`config.mk`:
```
export PLATFORM = sky130hd
export DESIGN_NAME = cascaded_biquad_iir_filter_top
export DESIGN_NICKNAME = d
export VERILOG_FILES = /design/src/rtl/core/cbq_pkg.sv /design/src/rtl/core/cbq_ram.sv /design/src/rtl/core/cbq_seq.sv /design/src/rtl/core/cbq_datapath.sv /design/src/rtl/core/cascaded_biquad_iir_filter_top.sv
export SDC_FILE = /design/constraint.sdc
export NUM_CORES = 2
export LEC_CHECK = 0
export BUFFER_PORTS_ARGS = -buffer_cell sky130_fd_sc_hd__clkbuf_2
export CORE_AREA = 2 2 313 315
export DETAILED_ROUTE_END_ITERATION = 6
export DIE_AREA = 0 0 315 317
export PLACE_DENSITY = 0.87
export REMOVE_ABC_BUFFERS = 1
export SLEW_MARGIN = 20
export SYNTH_ARGS = -nofsm -noshare
export SYNTH_HDL_FRONTEND = slang
export SYNTH_SLANG_ARGS = --single-unit
```
`constraint.sdc`:
```
create_clock -name i_clk -period 18.3 [get_ports i_clk]
set_input_delay 1.83 -clock i_clk [delete_from_list [all_inputs] [get_ports i_clk]]
set_output_delay 1.83 -clock i_clk [all_outputs]
set_load 0.01 [all_outputs]
```
`src/rtl/core/cbq_pkg.sv`:
```
// Shared constants, control word and arithmetic helpers of the biquad cascade.
package cbq_pkg;

    localparam int COEF_W          = 24;
    localparam int COEF_FRAC       = 20;
    localparam int DLY_W           = 32;
    localparam int DLY_FRAC        = 12;
    localparam int PROD_W          = COEF_W + DLY_W;
    localparam int ACC_EXT_W       = PROD_W - COEF_FRAC + 1;
    localparam int OUT_EXT_W       = 26;
    localparam int COEFS_PER_STAGE = 5;
    localparam int CFG_W           = 3;
    localparam int IDX_W           = 5;
    localparam int CNT_W           = 4;
    localparam int STEP_W          = 3;
    localparam int SLOT_W          = 3;
    localparam int DEF_MAX_STAGES  = 4;
    localparam int DEF_SAMPLE_BITS = 16;

    // item kinds
    localparam logic ACT_FILTER = 1'b0;
    localparam logic ACT_WRITE  = 1'b1;

    // coefficient slots within a stage
    localparam logic [SLOT_W-1:0] SLOT_B0 = 3'd0;
    localparam logic [SLOT_W-1:0] SLOT_B1 = 3'd1;
    localparam logic [SLOT_W-1:0] SLOT_B2 = 3'd2;
    localparam logic [SLOT_W-1:0] SLOT_A1 = 3'd3;
    localparam logic [SLOT_W-1:0] SLOT_A2 = 3'd4;

    // multiplier operand select
    localparam logic [1:0] MSEL_W1  = 2'd0;
    localparam logic [1:0] MSEL_W2  = 2'd1;
    localparam logic [1:0] MSEL_ACC = 2'd2;

    // accumulator operation
    localparam logic [1:0] AOP_NONE = 2'd0;
    localparam logic [1:0] AOP_SUB  = 2'd1;
    localparam logic [1:0] AOP_LOAD = 2'd2;
    localparam logic [1:0] AOP_ADD  = 2'd3;

    // steps of one stage
    localparam logic [STEP_W-1:0] ST_A1_RD  = 3'd0;
    localparam logic [STEP_W-1:0] ST_A2_RD  = 3'd1;
    localparam logic [STEP_W-1:0] ST_A1_ACC = 3'd2;
    localparam logic [STEP_W-1:0] ST_A2_ACC = 3'd3;
    localparam logic [STEP_W-1:0] ST_B0_MUL = 3'd4;
    localparam logic [STEP_W-1:0] ST_B1_MUL = 3'd5;
    localparam logic [STEP_W-1:0] ST_B2_MUL = 3'd6;
    localparam logic [STEP_W-1:0] ST_Y_DONE = 3'd7;

    typedef struct packed {
        logic              rd_en;
        logic [SLOT_W-1:0] slot;
        logic              mul_en;
        logic [1:0]        mul_sel;
        logic [1:0]        acc_op;
        logic              save_w0;
        logic              upd_dly;
        logic              out_load;
    } t_ctrl;

    // Schedule: coefficient read, multiply, accumulate; each result is registered.
    function automatic t_ctrl step_ctrl(input logic [STEP_W-1:0] step);
        t_ctrl c;
        c = '0;
        case (step)
            ST_A1_RD: begin
                c.rd_en = 1'b1;
                c.slot  = SLOT_A1;
            end
            ST_A2_RD: begin
                c.rd_en   = 1'b1;
                c.slot    = SLOT_A2;
                c.mul_en  = 1'b1;
                c.mul_sel = MSEL_W1;
            end
            ST_A1_ACC: begin
                c.mul_en  = 1'b1;
                c.mul_sel = MSEL_W2;
                c.acc_op  = AOP_SUB;
            end
            ST_A2_ACC: begin
                c.rd_en  = 1'b1;
                c.slot   = SLOT_B0;
                c.acc_op = AOP_SUB;
            end
            ST_B0_MUL: begin
                c.rd_en   = 1'b1;
                c.slot    = SLOT_B1;
                c.mul_en  = 1'b1;
                c.mul_sel = MSEL_ACC;
                c.save_w0 = 1'b1;
            end
            ST_B1_MUL: begin
                c.rd_en   = 1'b1;
                c.slot    = SLOT_B2;
                c.mul_en  = 1'b1;
                c.mul_sel = MSEL_W1;
                c.acc_op  = AOP_LOAD;
            end
            ST_B2_MUL: begin
                c.mul_en  = 1'b1;
                c.mul_sel = MSEL_W2;
                c.acc_op  = AOP_ADD;
            end
            ST_Y_DONE: begin
                c.acc_op  = AOP_ADD;
                c.upd_dly = 1'b1;
            end
            default: c = '0;
        endcase
        return c;
    endfunction

    // Saturate to 32 bits; returns {saturated, value}.
    function automatic logic [DLY_W:0] sat_dly(input logic signed [ACC_EXT_W-1:0] v);
        logic [ACC_EXT_W-DLY_W:0] hi;
        hi = v[ACC_EXT_W-1:DLY_W-1];
        if ((&hi) || !(|hi)) begin
            return {1'b0, v[DLY_W-1:0]};
        end else if (v[ACC_EXT_W-1]) begin
            return {1'b1, 1'b1, {(DLY_W-1){1'b0}}};
        end else begin
            return {1'b1, 1'b0, {(DLY_W-1){1'b1}}};
        end
    endfunction

    // Round half up and drop the coefficient fraction.
    function automatic logic signed [ACC_EXT_W-1:0] round_prod(
        input logic signed [PROD_W-1:0] p
    );
        logic signed [PROD_W-1:0] t;
        t = p + PROD_W'(1 << (COEF_FRAC - 1));
        return {t[PROD_W-1], t[PROD_W-1:COEF_FRAC]};
    endfunction

endpackage

```
`src/rtl/core/cbq_ram.sv`:
```
// Generic single-write, single-read RAM with registered read data.
module cbq_ram #(
    parameter int WIDTH = 8,
    parameter int DEPTH = 16,
    localparam int AW   = (DEPTH > 1) ? $clog2(DEPTH) : 1
) (
    input  logic             i_clk,
    input  logic             i_we,
    input  logic [AW-1:0]    i_waddr,
    input  logic [WIDTH-1:0] i_wdata,
    input  logic             i_re,
    input  logic [AW-1:0]    i_raddr,
    output logic [WIDTH-1:0] o_rdata
);

    logic [WIDTH-1:0] r_mem [DEPTH];
    logic [WIDTH-1:0] r_rdata;

    always_ff @(posedge i_clk) begin
        if (i_we) begin
            r_mem[i_waddr] <= i_wdata;
        end
        if (i_re) begin
            r_rdata <= r_mem[i_raddr];
        end
    end

    assign o_rdata = r_rdata;

endmodule

```
`src/rtl/core/cbq_seq.sv`:
```
// Step sequencer: walks the five products of each active stage, then hands off the result.
module cbq_seq #(
    parameter int MAX_STAGES = cbq_pkg::DEF_MAX_STAGES,
    localparam int STG_W     = (MAX_STAGES > 1) ? $clog2(MAX_STAGES) : 1,
    localparam int ADDR_W    = $clog2(cbq_pkg::COEFS_PER_STAGE * MAX_STAGES)
) (
    input  logic                       i_clk,
    input  logic                       i_rst_n,
    input  logic                       i_start,
    input  logic [cbq_pkg::CNT_W-1:0]  i_last_stg,
    input  logic                       i_out_free,
    output logic                       o_ready,
    output cbq_pkg::t_ctrl             o_ctrl,
    output logic [STG_W-1:0]           o_stage,
    output logic [ADDR_W-1:0]          o_rd_addr
);
    import cbq_pkg::*;

    localparam logic [1:0] S_IDLE = 2'd0;
    localparam logic [1:0] S_RUN  = 2'd1;
    localparam logic [1:0] S_FIN  = 2'd2;

    logic [1:0]        r_state, n_state;
    logic [STEP_W-1:0] r_step,  n_step;
    logic [STG_W-1:0]  r_stage, n_stage;
    logic [ADDR_W-1:0] r_base,  n_base;
    t_ctrl             ctrl;

    always_ff @(posedge i_clk) begin
        if (!i_rst_n) begin
            r_state <= S_IDLE;
            r_step  <= '0;
            r_stage <= '0;
            r_base  <= '0;
        end else begin
            r_state <= n_state;
            r_step  <= n_step;
            r_stage <= n_stage;
            r_base  <= n_base;
        end
    end

    always_comb begin
        n_state = r_state;
        n_step  = r_step;
        n_stage = r_stage;
        n_base  = r_base;
        case (r_state)
            S_IDLE: begin
                if (i_start) begin
                    n_state = S_RUN;
                    n_step  = '0;
                    n_stage = '0;
                    n_base  = '0;
                end
            end
            S_RUN: begin
                n_step = r_step + 1'b1;
                if (r_step == ST_Y_DONE) begin
                    if (CNT_W'(r_stage) == i_last_stg) begin
                        n_state = S_FIN;
                    end else begin
                        n_stage = r_stage + 1'b1;
                        n_base  = r_base + ADDR_W'(COEFS_PER_STAGE);
                    end
                end
            end
            S_FIN: begin
                if (i_out_free) begin
                    n_state = S_IDLE;
                end
            end
            default: n_state = S_IDLE;
        endcase
    end

    always_comb begin
        ctrl = '0;
        if (r_state == S_RUN) begin
            ctrl = step_ctrl(r_step);
        end
        ctrl.out_load = (r_state == S_FIN) && i_out_free;
    end

    assign o_ctrl    = ctrl;
    assign o_ready   = (r_state == S_IDLE);
    assign o_stage   = r_stage;
    assign o_rd_addr = r_base + ADDR_W'(ctrl.slot);

endmodule

```
`src/rtl/core/cbq_datapath.sv`:
```
// Shared multiply-accumulate with rounding and saturation, plus the per-stage delay lines.
module cbq_datapath #(
    parameter int MAX_STAGES  = cbq_pkg::DEF_MAX_STAGES,
    parameter int SAMPLE_BITS = cbq_pkg::DEF_SAMPLE_BITS,
    localparam int STG_W      = (MAX_STAGES > 1) ? $clog2(MAX_STAGES) : 1
) (
    input  logic                               i_clk,
    input  logic                               i_rst_n,
    input  cbq_pkg::t_ctrl                     i_ctrl,
    input  logic [STG_W-1:0]                   i_stage,
    input  logic                               i_start,
    input  logic signed [SAMPLE_BITS-1:0]      i_sample,
    input  logic signed [cbq_pkg::COEF_W-1:0]  i_coef,
    output logic signed [cbq_pkg::DLY_W-1:0]   o_acc,
    output logic                               o_clip
);
    import cbq_pkg::*;

    logic signed [DLY_W-1:0]     r_acc, n_acc;
    logic                        r_clip, n_clip;
    logic signed [DLY_W-1:0]     r_w0;
    logic signed [PROD_W-1:0]    r_prod;
    logic signed [DLY_W-1:0]     r_d1 [MAX_STAGES];
    logic signed [DLY_W-1:0]     r_d2 [MAX_STAGES];

    logic signed [DLY_W-1:0]     w1, w2, w_op;
    logic signed [ACC_EXT_W-1:0] in_x, acc_x, prd_x, sum_x;
    logic [DLY_W:0]              in_s, prd_s, sum_s;
    logic signed [DLY_W-1:0]     prd_v;

    assign w1 = r_d1[i_stage];
    assign w2 = r_d2[i_stage];

    always_comb begin
        case (i_ctrl.mul_sel)
            MSEL_W1:  w_op = w1;
            MSEL_W2:  w_op = w2;
            MSEL_ACC: w_op = r_acc;
            default:  w_op = w1;
        endcase
    end

    // sample enters as Q19.12
    assign in_x  = ACC_EXT_W'(i_sample) <<< DLY_FRAC;
    assign in_s  = sat_dly(in_x);

    assign prd_s = sat_dly(round_prod(r_prod));
    assign prd_v = prd_s[DLY_W-1:0];
    assign acc_x = ACC_EXT_W'(r_acc);
    assign prd_x = ACC_EXT_W'(prd_v);
    assign sum_x = (i_ctrl.acc_op == AOP_SUB) ? (acc_x - prd_x) : (acc_x + prd_x);
    assign sum_s = sat_dly(sum_x);

    always_comb begin
        n_acc  = r_acc;
        n_clip = r_clip;
        if (i_start) begin
            n_acc  = in_s[DLY_W-1:0];
            n_clip = in_s[DLY_W];
        end else begin
            case (i_ctrl.acc_op)
                AOP_SUB, AOP_ADD: begin
                    n_acc  = sum_s[DLY_W-1:0];
                    n_clip = r_clip | prd_s[DLY_W] | sum_s[DLY_W];
                end
                AOP_LOAD: begin
                    n_acc  = prd_v;
                    n_clip = r_clip | prd_s[DLY_W];
                end
                default: begin
                    n_acc  = r_acc;
                    n_clip = r_clip;
                end
            endcase
        end
    end

    always_ff @(posedge i_clk) begin
        if (!i_rst_n) begin
            r_acc  <= '0;
            r_clip <= 1'b0;
            for (int i = 0; i < MAX_STAGES; i++) begin
                r_d1[i] <= '0;
                r_d2[i] <= '0;
            end
        end else begin
            r_acc  <= n_acc;
            r_clip <= n_clip;
            if (i_ctrl.upd_dly) begin
                r_d2[i_stage] <= r_d1[i_stage];
                r_d1[i_stage] <= r_w0;
            end
        end
    end

    always_ff @(posedge i_clk) begin
        if (i_ctrl.mul_en) begin
            r_prod <= i_coef * w_op;
        end
        if (i_ctrl.save_w0) begin
            r_w0 <= r_acc;
        end
    end

    assign o_acc  = r_acc;
    assign o_clip = r_clip;

endmodule

```
`src/rtl/core/cascaded_biquad_iir_filter_top.sv`:
```
// Cascaded Direct Form II biquad filter on one shared multiply-accumulate unit.
// A sample runs through the steps of every active stage on the single multiplier, then is
// handed off into the output register; no new item is taken until that handoff is done.
// A finished sample waits in the accumulator while the output register is still held.
// Synchronous active-low reset: one stage in use, delay lines and coefficients zero.
module cascaded_biquad_iir_filter_top #(
    parameter int MAX_STAGES  = cbq_pkg::DEF_MAX_STAGES,
    parameter int SAMPLE_BITS = cbq_pkg::DEF_SAMPLE_BITS,
    localparam int STG_W      = (MAX_STAGES > 1) ? $clog2(MAX_STAGES) : 1,
    localparam int COEF_DEPTH = cbq_pkg::COEFS_PER_STAGE * MAX_STAGES,
    localparam int ADDR_W     = $clog2(COEF_DEPTH)
) (
    input  logic                              i_clk,
    input  logic                              i_rst_n,
    input  logic                              i_in_valid,
    output logic                              o_in_ready,
    input  logic                              i_action,
    input  logic signed [SAMPLE_BITS-1:0]     i_sample,
    input  logic [cbq_pkg::IDX_W-1:0]         i_coeff_index,
    input  logic signed [cbq_pkg::COEF_W-1:0] i_coeff_value,
    input  logic                              i_last_sample,
    output logic                              o_out_valid,
    input  logic                              i_out_ready,
    output logic signed [SAMPLE_BITS-1:0]     o_filtered,
    output logic                              o_last_out,
    output logic                              o_clipped,
    input  logic                              i_cfg_we,
    input  logic [cbq_pkg::CFG_W-1:0]         i_cfg_data
);
    import cbq_pkg::*;

    localparam logic signed [OUT_EXT_W-1:0] O_MAX = OUT_EXT_W'((1 << (SAMPLE_BITS - 1)) - 1);
    localparam logic signed [OUT_EXT_W-1:0] O_MIN = -O_MAX - 1;

    logic [CFG_W-1:0]        r_stages;
    logic [CNT_W-1:0]        stg_cnt, last_stg;
    logic                    in_acc, smp_start, cwr, idx_ok;
    logic [IDX_W:0]          idx_ext;
    logic [ADDR_W-1:0]       waddr, rd_addr;
    logic [COEF_W-1:0]       ram_rdata;
    logic [COEF_DEPTH-1:0]   r_cvld;
    logic                    r_rd_vld;
    logic signed [COEF_W-1:0] coef;
    t_ctrl                   ctrl;
    logic [STG_W-1:0]        stage;
    logic                    out_free;
    logic signed [DLY_W-1:0] acc;
    logic                    clip;
    logic                    r_last;

    logic signed [DLY_W:0]          y_rnd;
    logic signed [DLY_W-DLY_FRAC:0] y_q;
    logic signed [OUT_EXT_W-1:0]    y_ext;
    logic [SAMPLE_BITS-1:0]         y_out;
    logic                           y_sat;

    logic                           r_out_valid;
    logic signed [SAMPLE_BITS-1:0]  r_filtered;
    logic                           r_last_out;
    logic                           r_clipped;

    // stage count register
    always_ff @(posedge i_clk) begin
        if (!i_rst_n) begin
            r_stages <= CFG_W'(1);
        end else if (i_cfg_we) begin
            r_stages <= i_cfg_data;
        end
    end

    always_comb begin
        stg_cnt = (r_stages == '0) ? CNT_W'(1) : CNT_W'(r_stages);
        if (stg_cnt > CNT_W'(MAX_STAGES)) begin
            stg_cnt = CNT_W'(MAX_STAGES);
        end
        last_stg = stg_cnt - 1'b1;
    end

    assign in_acc    = i_in_valid & o_in_ready;
    assign smp_start = in_acc & (i_action == ACT_FILTER);
    assign idx_ext   = (IDX_W + 1)'(i_coeff_index);
    assign idx_ok    = idx_ext < (IDX_W + 1)'(COEF_DEPTH);
    assign cwr       = in_acc & (i_action == ACT_WRITE) & idx_ok;
    assign waddr     = idx_ext[ADDR_W-1:0];

    cbq_ram #(
        .WIDTH (COEF_W),
        .DEPTH (COEF_DEPTH)
    ) u_coef_ram (
        .i_clk   (i_clk),
        .i_we    (cwr),
        .i_waddr (waddr),
        .i_wdata (i_coeff_value),
        .i_re    (ctrl.rd_en),
        .i_raddr (rd_addr),
        .o_rdata (ram_rdata)
    );

    // unwritten coefficients read as zero
    always_ff @(posedge i_clk) begin
        if (!i_rst_n) begin
            r_cvld   <= '0;
            r_rd_vld <= 1'b0;
        end else begin
            if (cwr) begin
                r_cvld[waddr] <= 1'b1;
            end
            if (ctrl.rd_en) begin
                r_rd_vld <= r_cvld[rd_addr];
            end
        end
    end

    assign coef = r_rd_vld ? signed'(ram_rdata) : '0;

    cbq_seq #(
        .MAX_STAGES (MAX_STAGES)
    ) u_seq (
        .i_clk      (i_clk),
        .i_rst_n    (i_rst_n),
        .i_start    (smp_start),
        .i_last_stg (last_stg),
        .i_out_free (out_free),
        .o_ready    (o_in_ready),
        .o_ctrl     (ctrl),
        .o_stage    (stage),
        .o_rd_addr  (rd_addr)
    );

    cbq_datapath #(
        .MAX_STAGES  (MAX_STAGES),
        .SAMPLE_BITS (SAMPLE_BITS)
    ) u_dp (
        .i_clk    (i_clk),
        .i_rst_n  (i_rst_n),
        .i_ctrl   (ctrl),
        .i_stage  (stage),
        .i_start  (smp_start),
        .i_sample (i_sample),
        .i_coef   (coef),
        .o_acc    (acc),
        .o_clip   (clip)
    );

    always_ff @(posedge i_clk) begin
        if (smp_start) begin
            r_last <= i_last_sample;
        end
    end

    // output rounding to whole samples
    assign y_rnd = (DLY_W + 1)'(acc) + (DLY_W + 1)'(1 << (DLY_FRAC - 1));
    assign y_q   = y_rnd[DLY_W:DLY_FRAC];
    assign y_ext = OUT_EXT_W'(y_q);

    always_comb begin
        y_sat = 1'b0;
        y_out = y_ext[SAMPLE_BITS-1:0];
        if (y_ext > O_MAX) begin
            y_sat = 1'b1;
            y_out = O_MAX[SAMPLE_BITS-1:0];
        end else if (y_ext < O_MIN) begin
            y_sat = 1'b1;
            y_out = O_MIN[SAMPLE_BITS-1:0];
        end
    end

    assign out_free = !r_out_valid || i_out_ready;

    always_ff @(posedge i_clk) begin
        if (!i_rst_n) begin
            r_out_valid <= 1'b0;
        end else if (ctrl.out_load) begin
            r_out_valid <= 1'b1;
        end else if (i_out_ready) begin
            r_out_valid <= 1'b0;
        end
    end

    always_ff @(posedge i_clk) begin
        if (ctrl.out_load) begin
            r_filtered <= y_out;
            r_last_out <= r_last;
            r_clipped  <= clip | y_sat;
        end
    end

    assign o_out_valid = r_out_valid;
    assign o_filtered  = r_filtered;
    assign o_last_out  = r_last_out;
    assign o_clipped   = r_clipped;

    // a pending result is never overwritten
    a_no_overwrite: assert property (@(posedge i_clk) disable iff (!i_rst_n)
        ctrl.out_load |-> (!r_out_valid || i_out_ready))
        else $error("result register overwritten before transaction");

    a_valid_from_load: assert property (@(posedge i_clk) disable iff (!i_rst_n)
        $rose(o_out_valid) |-> $past(ctrl.out_load))
        else $error("result valid without a finished sample");

    a_rd_addr_range: assert property (@(posedge i_clk) disable iff (!i_rst_n)
        ctrl.rd_en |-> (rd_addr < ADDR_W'(COEF_DEPTH)))
        else $error("coefficient read beyond store");

    a_busy_not_ready: assert property (@(posedge i_clk) disable iff (!i_rst_n)
        (ctrl.mul_en || ctrl.acc_op != AOP_NONE) |-> !o_in_ready)
        else $error("input ready while a sample is in progress");

endmodule
```
==> flow_summary_export.csv <==
group,metric,value,unit
run_status,outcome,"finished, final reports clean",
setup_path,cpMostUsedCell,"fa_1",
clocking,cts-root-buf,"clkbuf_16",
placed_design,postPlaceCellArea,0.06912,mm^2
power_and_ir_drop,ir_worst_vdd,0.1384,mV
placed_design,place_ws,7.713,ns
clocking,clock_latency,0.70,ns
power_and_ir_drop,switching_share,23.67,%
floorplanning,io_pins,75,
floorplanning,initial_core_util,69.76,%
drt,drt-total-wl,196200,um
cells_and_area,stdcell_area,0.07228,mm^2
drt,wl_per_cell,27.91,um
power_and_ir_drop,comb_power_share,7.3,%
setup_path,worstReg2RegStart,"u_seq.r_step[1]$_SDFFE_PN0P_",
drt,drtPass1Iterations,6,
power_and_ir_drop,clock_power_share,42.1,%
clocking,clockBufferDepth,3,
clocking,cts_resized,0,
logic_synthesis,synth-edff-count,848,
drt,ant_nets,0,
setup_path,cp-end-kind,"register",
drt,drt-initial-drc-count,6177,
floorplanning,die_h,317,um
timing,period_share,59.38,%
clocking,cts_tree,"built",
logic_synthesis,netlist_top_cells_area,"edfxtp_1 38%, fa_1 23%, mux4_2 6.7%",
drt,met1_length,62640,um
setup_path,crit_path_max_fanout,53,
drt,route.met3.wl,24720,um
grt,grt_pass1_vias,49645,
floorplanning,dieArea,0.09986,mm^2
timing,worstMarginPinSlew,1.209,ns
logic_synthesis,synth-seq-cells,920,
floorplanning,core,0.09628,mm^2
logic_synthesis,ys_warn_count,0,
drt,drc_errors,0,
cells_and_area,drive_above_1_share,11.41,%
clocking,hold_buffers,0,
timing,final.setup_skew,0.06320,ns
timing,maxSlewHeadroom,19.36,%
cells_and_area,final_cells,7029,
logic_synthesis,synth.cell_area,0.06717,mm^2
logic_synthesis,synth-async-reset-ratio,0,%
timing,finalSetupTns,0,ns
power_and_ir_drop,p_leak,29.24,nW
placed_design,gp_congestion,1.006,
logic_synthesis,syn_area_per_cell,11.82,um^2
power_and_ir_drop,internal_power,3.551,mW
power_and_ir_drop,pwr-share-seq,50.6,%
timing,finalSetupViolCount,0,
drt,routed-wl-met2,93380,um
clocking,cts_inserted_buffers,90,
cells_and_area,fillers,5804,
drt,num_vias,47173,
placed_design,dp.cells,6853,
setup_path,crit_end,"u_dp.r_prod[54]$_DFFE_PP_",
timing,fin_crit,10.87,ns
logic_synthesis,synthCells,5683,
placed_design,port-buffer-count,74,
setup_path,rrSetupSlack,7.43,ns
drt,viasPerCell,6.711,
timing,rsz0062_at_grt,"false",
drt,routed.top_layer,"met5",
setup_path,critical_path_arrival,11.31,ns
timing,fin_ws,7.433,ns
cells_and_area,area_delta_synth_final,7.617,%
setup_path,cp.required,18.75,ns
power_and_ir_drop,power_switching,1.101,mW
logic_synthesis,ys_types,83,
setup_path,start_kind,"register",
setup_path,r2r-end,"u_dp.r_prod[54]$_DFFE_PP_",
clocking,cts_htree_levels,3,
hold_path,hold_class,"reg2reg",
floorplanning,rows,114,
logic_synthesis,ys_top_cells_by_count,"848 x edfxtp_1, 797 x inv_1, 784 x fa_1",
logic_synthesis,ys_seq_area_share,40.06,%
setup_path,startpoint,"u_seq.r_step[1]$_SDFFE_PN0P_",
floorplanning,dieWidth,315,um
logic_synthesis,synth_top_area_share,37.91,%
clocking,clock_sink_count,920,
power_and_ir_drop,finalPower,4.652,mW
timing,hold_viol_final,0,
grt,antenna_found_initial,11,
cells_and_area,final_util,75.08,%
grt,grt_usage,40.61,%
flow_run,timing.max_cap.violations,0,
cells_and_area,fin_nets,6703,
clocking,cts_setup_buffers,0,
setup_path,rr_worst_depth,29,
power_and_ir_drop,power_density,64.36,mW/mm^2
placed_design,dpl.hpwl,133900,um
timing,drv_slew,0,
timing,fmax,92.02,MHz
clocking,clkTransAtPathRegs,0.07,ns
grt,grt_max_degree,77,
setup_path,slowest_stage,"mux2i_1",
timing,fin_hold_ws,0.4538,ns
grt,grt_remaining_overflow,0,
setup_path,max_stage_delay,0.97,ns
setup_path,path_class,"reg2reg",
grt,grt_pass1_wl,297900,um
logic_synthesis,yosysMostFrequentCell,"edfxtp_1",
logic_synthesis,yosysTopAreaCell,"edfxtp_1",
logic_synthesis,ys.flop_type,"edfxtp_1",
[cells by family (layout without fill, tap and decap cells)]
group           after synthesis  in the layout  synth area share (%)
xor+xnor                    151            151                 1.989
compound gates              597            597                 5.627
mux                         287            287                 8.114
simple gates               1650           1650                 11.04
buf+inv                    1099           1164                 6.183
other cells                   0              5                     0
fa+ha+maj                   979            979                 26.99
flops                       920            920                 40.06
[layout by cell type, fill, tap and decap left out, types with 28 or more instances in the layout]
master,count
mux2_2,50
xor2_1,57
a22oi_1,38
mux4_2,201
and2_1,230
nand4_1,28
o21ai_0,148
o21a_1,33
nor2_1,616
clkbuf_2,74
clkbuf_16,91
nand2_1,527
nand3_1,63
inv_1,797
mux2i_1,31
a21oi_1,156
buf_4,120
dfxtp_1,70
edfxtp_1,848
fa_1,783
a21o_1,42
xnor2_1,89
ha_1,191
[power by group through the flow]
stage                     combinational [mW]  sequential (mW)  clock [mW]
after global placement                 0.311             2.39           0
after detailed placement               0.322             2.40           0
final                                  0.338             2.36        1.96
after global routing                   0.356             2.36        2.04
after floorplan                        0.216             2.39           0
after CTS                              0.330             2.35        1.96
[final cells by class]
| type | instances | area (um^2) | share of cell area (%) |
|---|---|---|---|
| repair buffers | 196 | 1314 | 1.817 |
| flip-flops and latches | 920 | 26910 | 37.23 |
| diodes | 5 | 12.51 | 0.01731 |
| clock inverters | 55 | 739.5 | 1.023 |
| inverters | 799 | 2999 | 4.149 |
| clock buffers | 114 | 2364 | 3.270 |
| well taps | 1276 | 1597 | 2.209 |
| multi-input cells | 3664 | 36350 | 50.28 |
[per-layer routing]
layer  track usage [%]  vias up
li1                  -    18962
met1             48.65    23265
met2             65.56     3861
met3             11.18     1073
met4             26.13       12
met5                 0        -
[worst max-delay path, delay by kind of cell (launching register included)]
family                     cells  cell delay [ns]
adders and majority gates     10             4.93
and+or+nand+nor                8             1.66
AOI/OAI and AO/OA              5             1.67
DFF                            1             0.39
muxes                          1             0.97
buffers and inverters          5             0.91
[worst min-delay path by stage]
stage	start	endpoint	slack, ns	cells after the start
floorplan	r_last$_DFFE_PP_	o_last_out$_DFFE_PP_	0.40	0
global placement	r_last$_DFFE_PP_	o_last_out$_DFFE_PP_	0.40	0
detailed placement	r_last$_DFFE_PP_	o_last_out$_DFFE_PP_	0.41	0
CTS	r_last$_DFFE_PP_	o_last_out$_DFFE_PP_	0.45	0
global route	r_last$_DFFE_PP_	o_last_out$_DFFE_PP_	0.45	0
finish	r_last$_DFFE_PP_	o_last_out$_DFFE_PP_	0.45	0
[flip-flops by register name (all words and copies together) (netlist names), 20 cells and up, named ones only]
name                cells
u_dp.r_w0              32
u_coef_ram.o_rdata     24
u_dp.r_d1             128
u_dp.r_prod            37
r_cvld                 20
u_coef_ram.r_mem      480
u_dp.o_acc             32
u_dp.r_d2             128
Note: power is estimated with default switching activity, not from simulation.
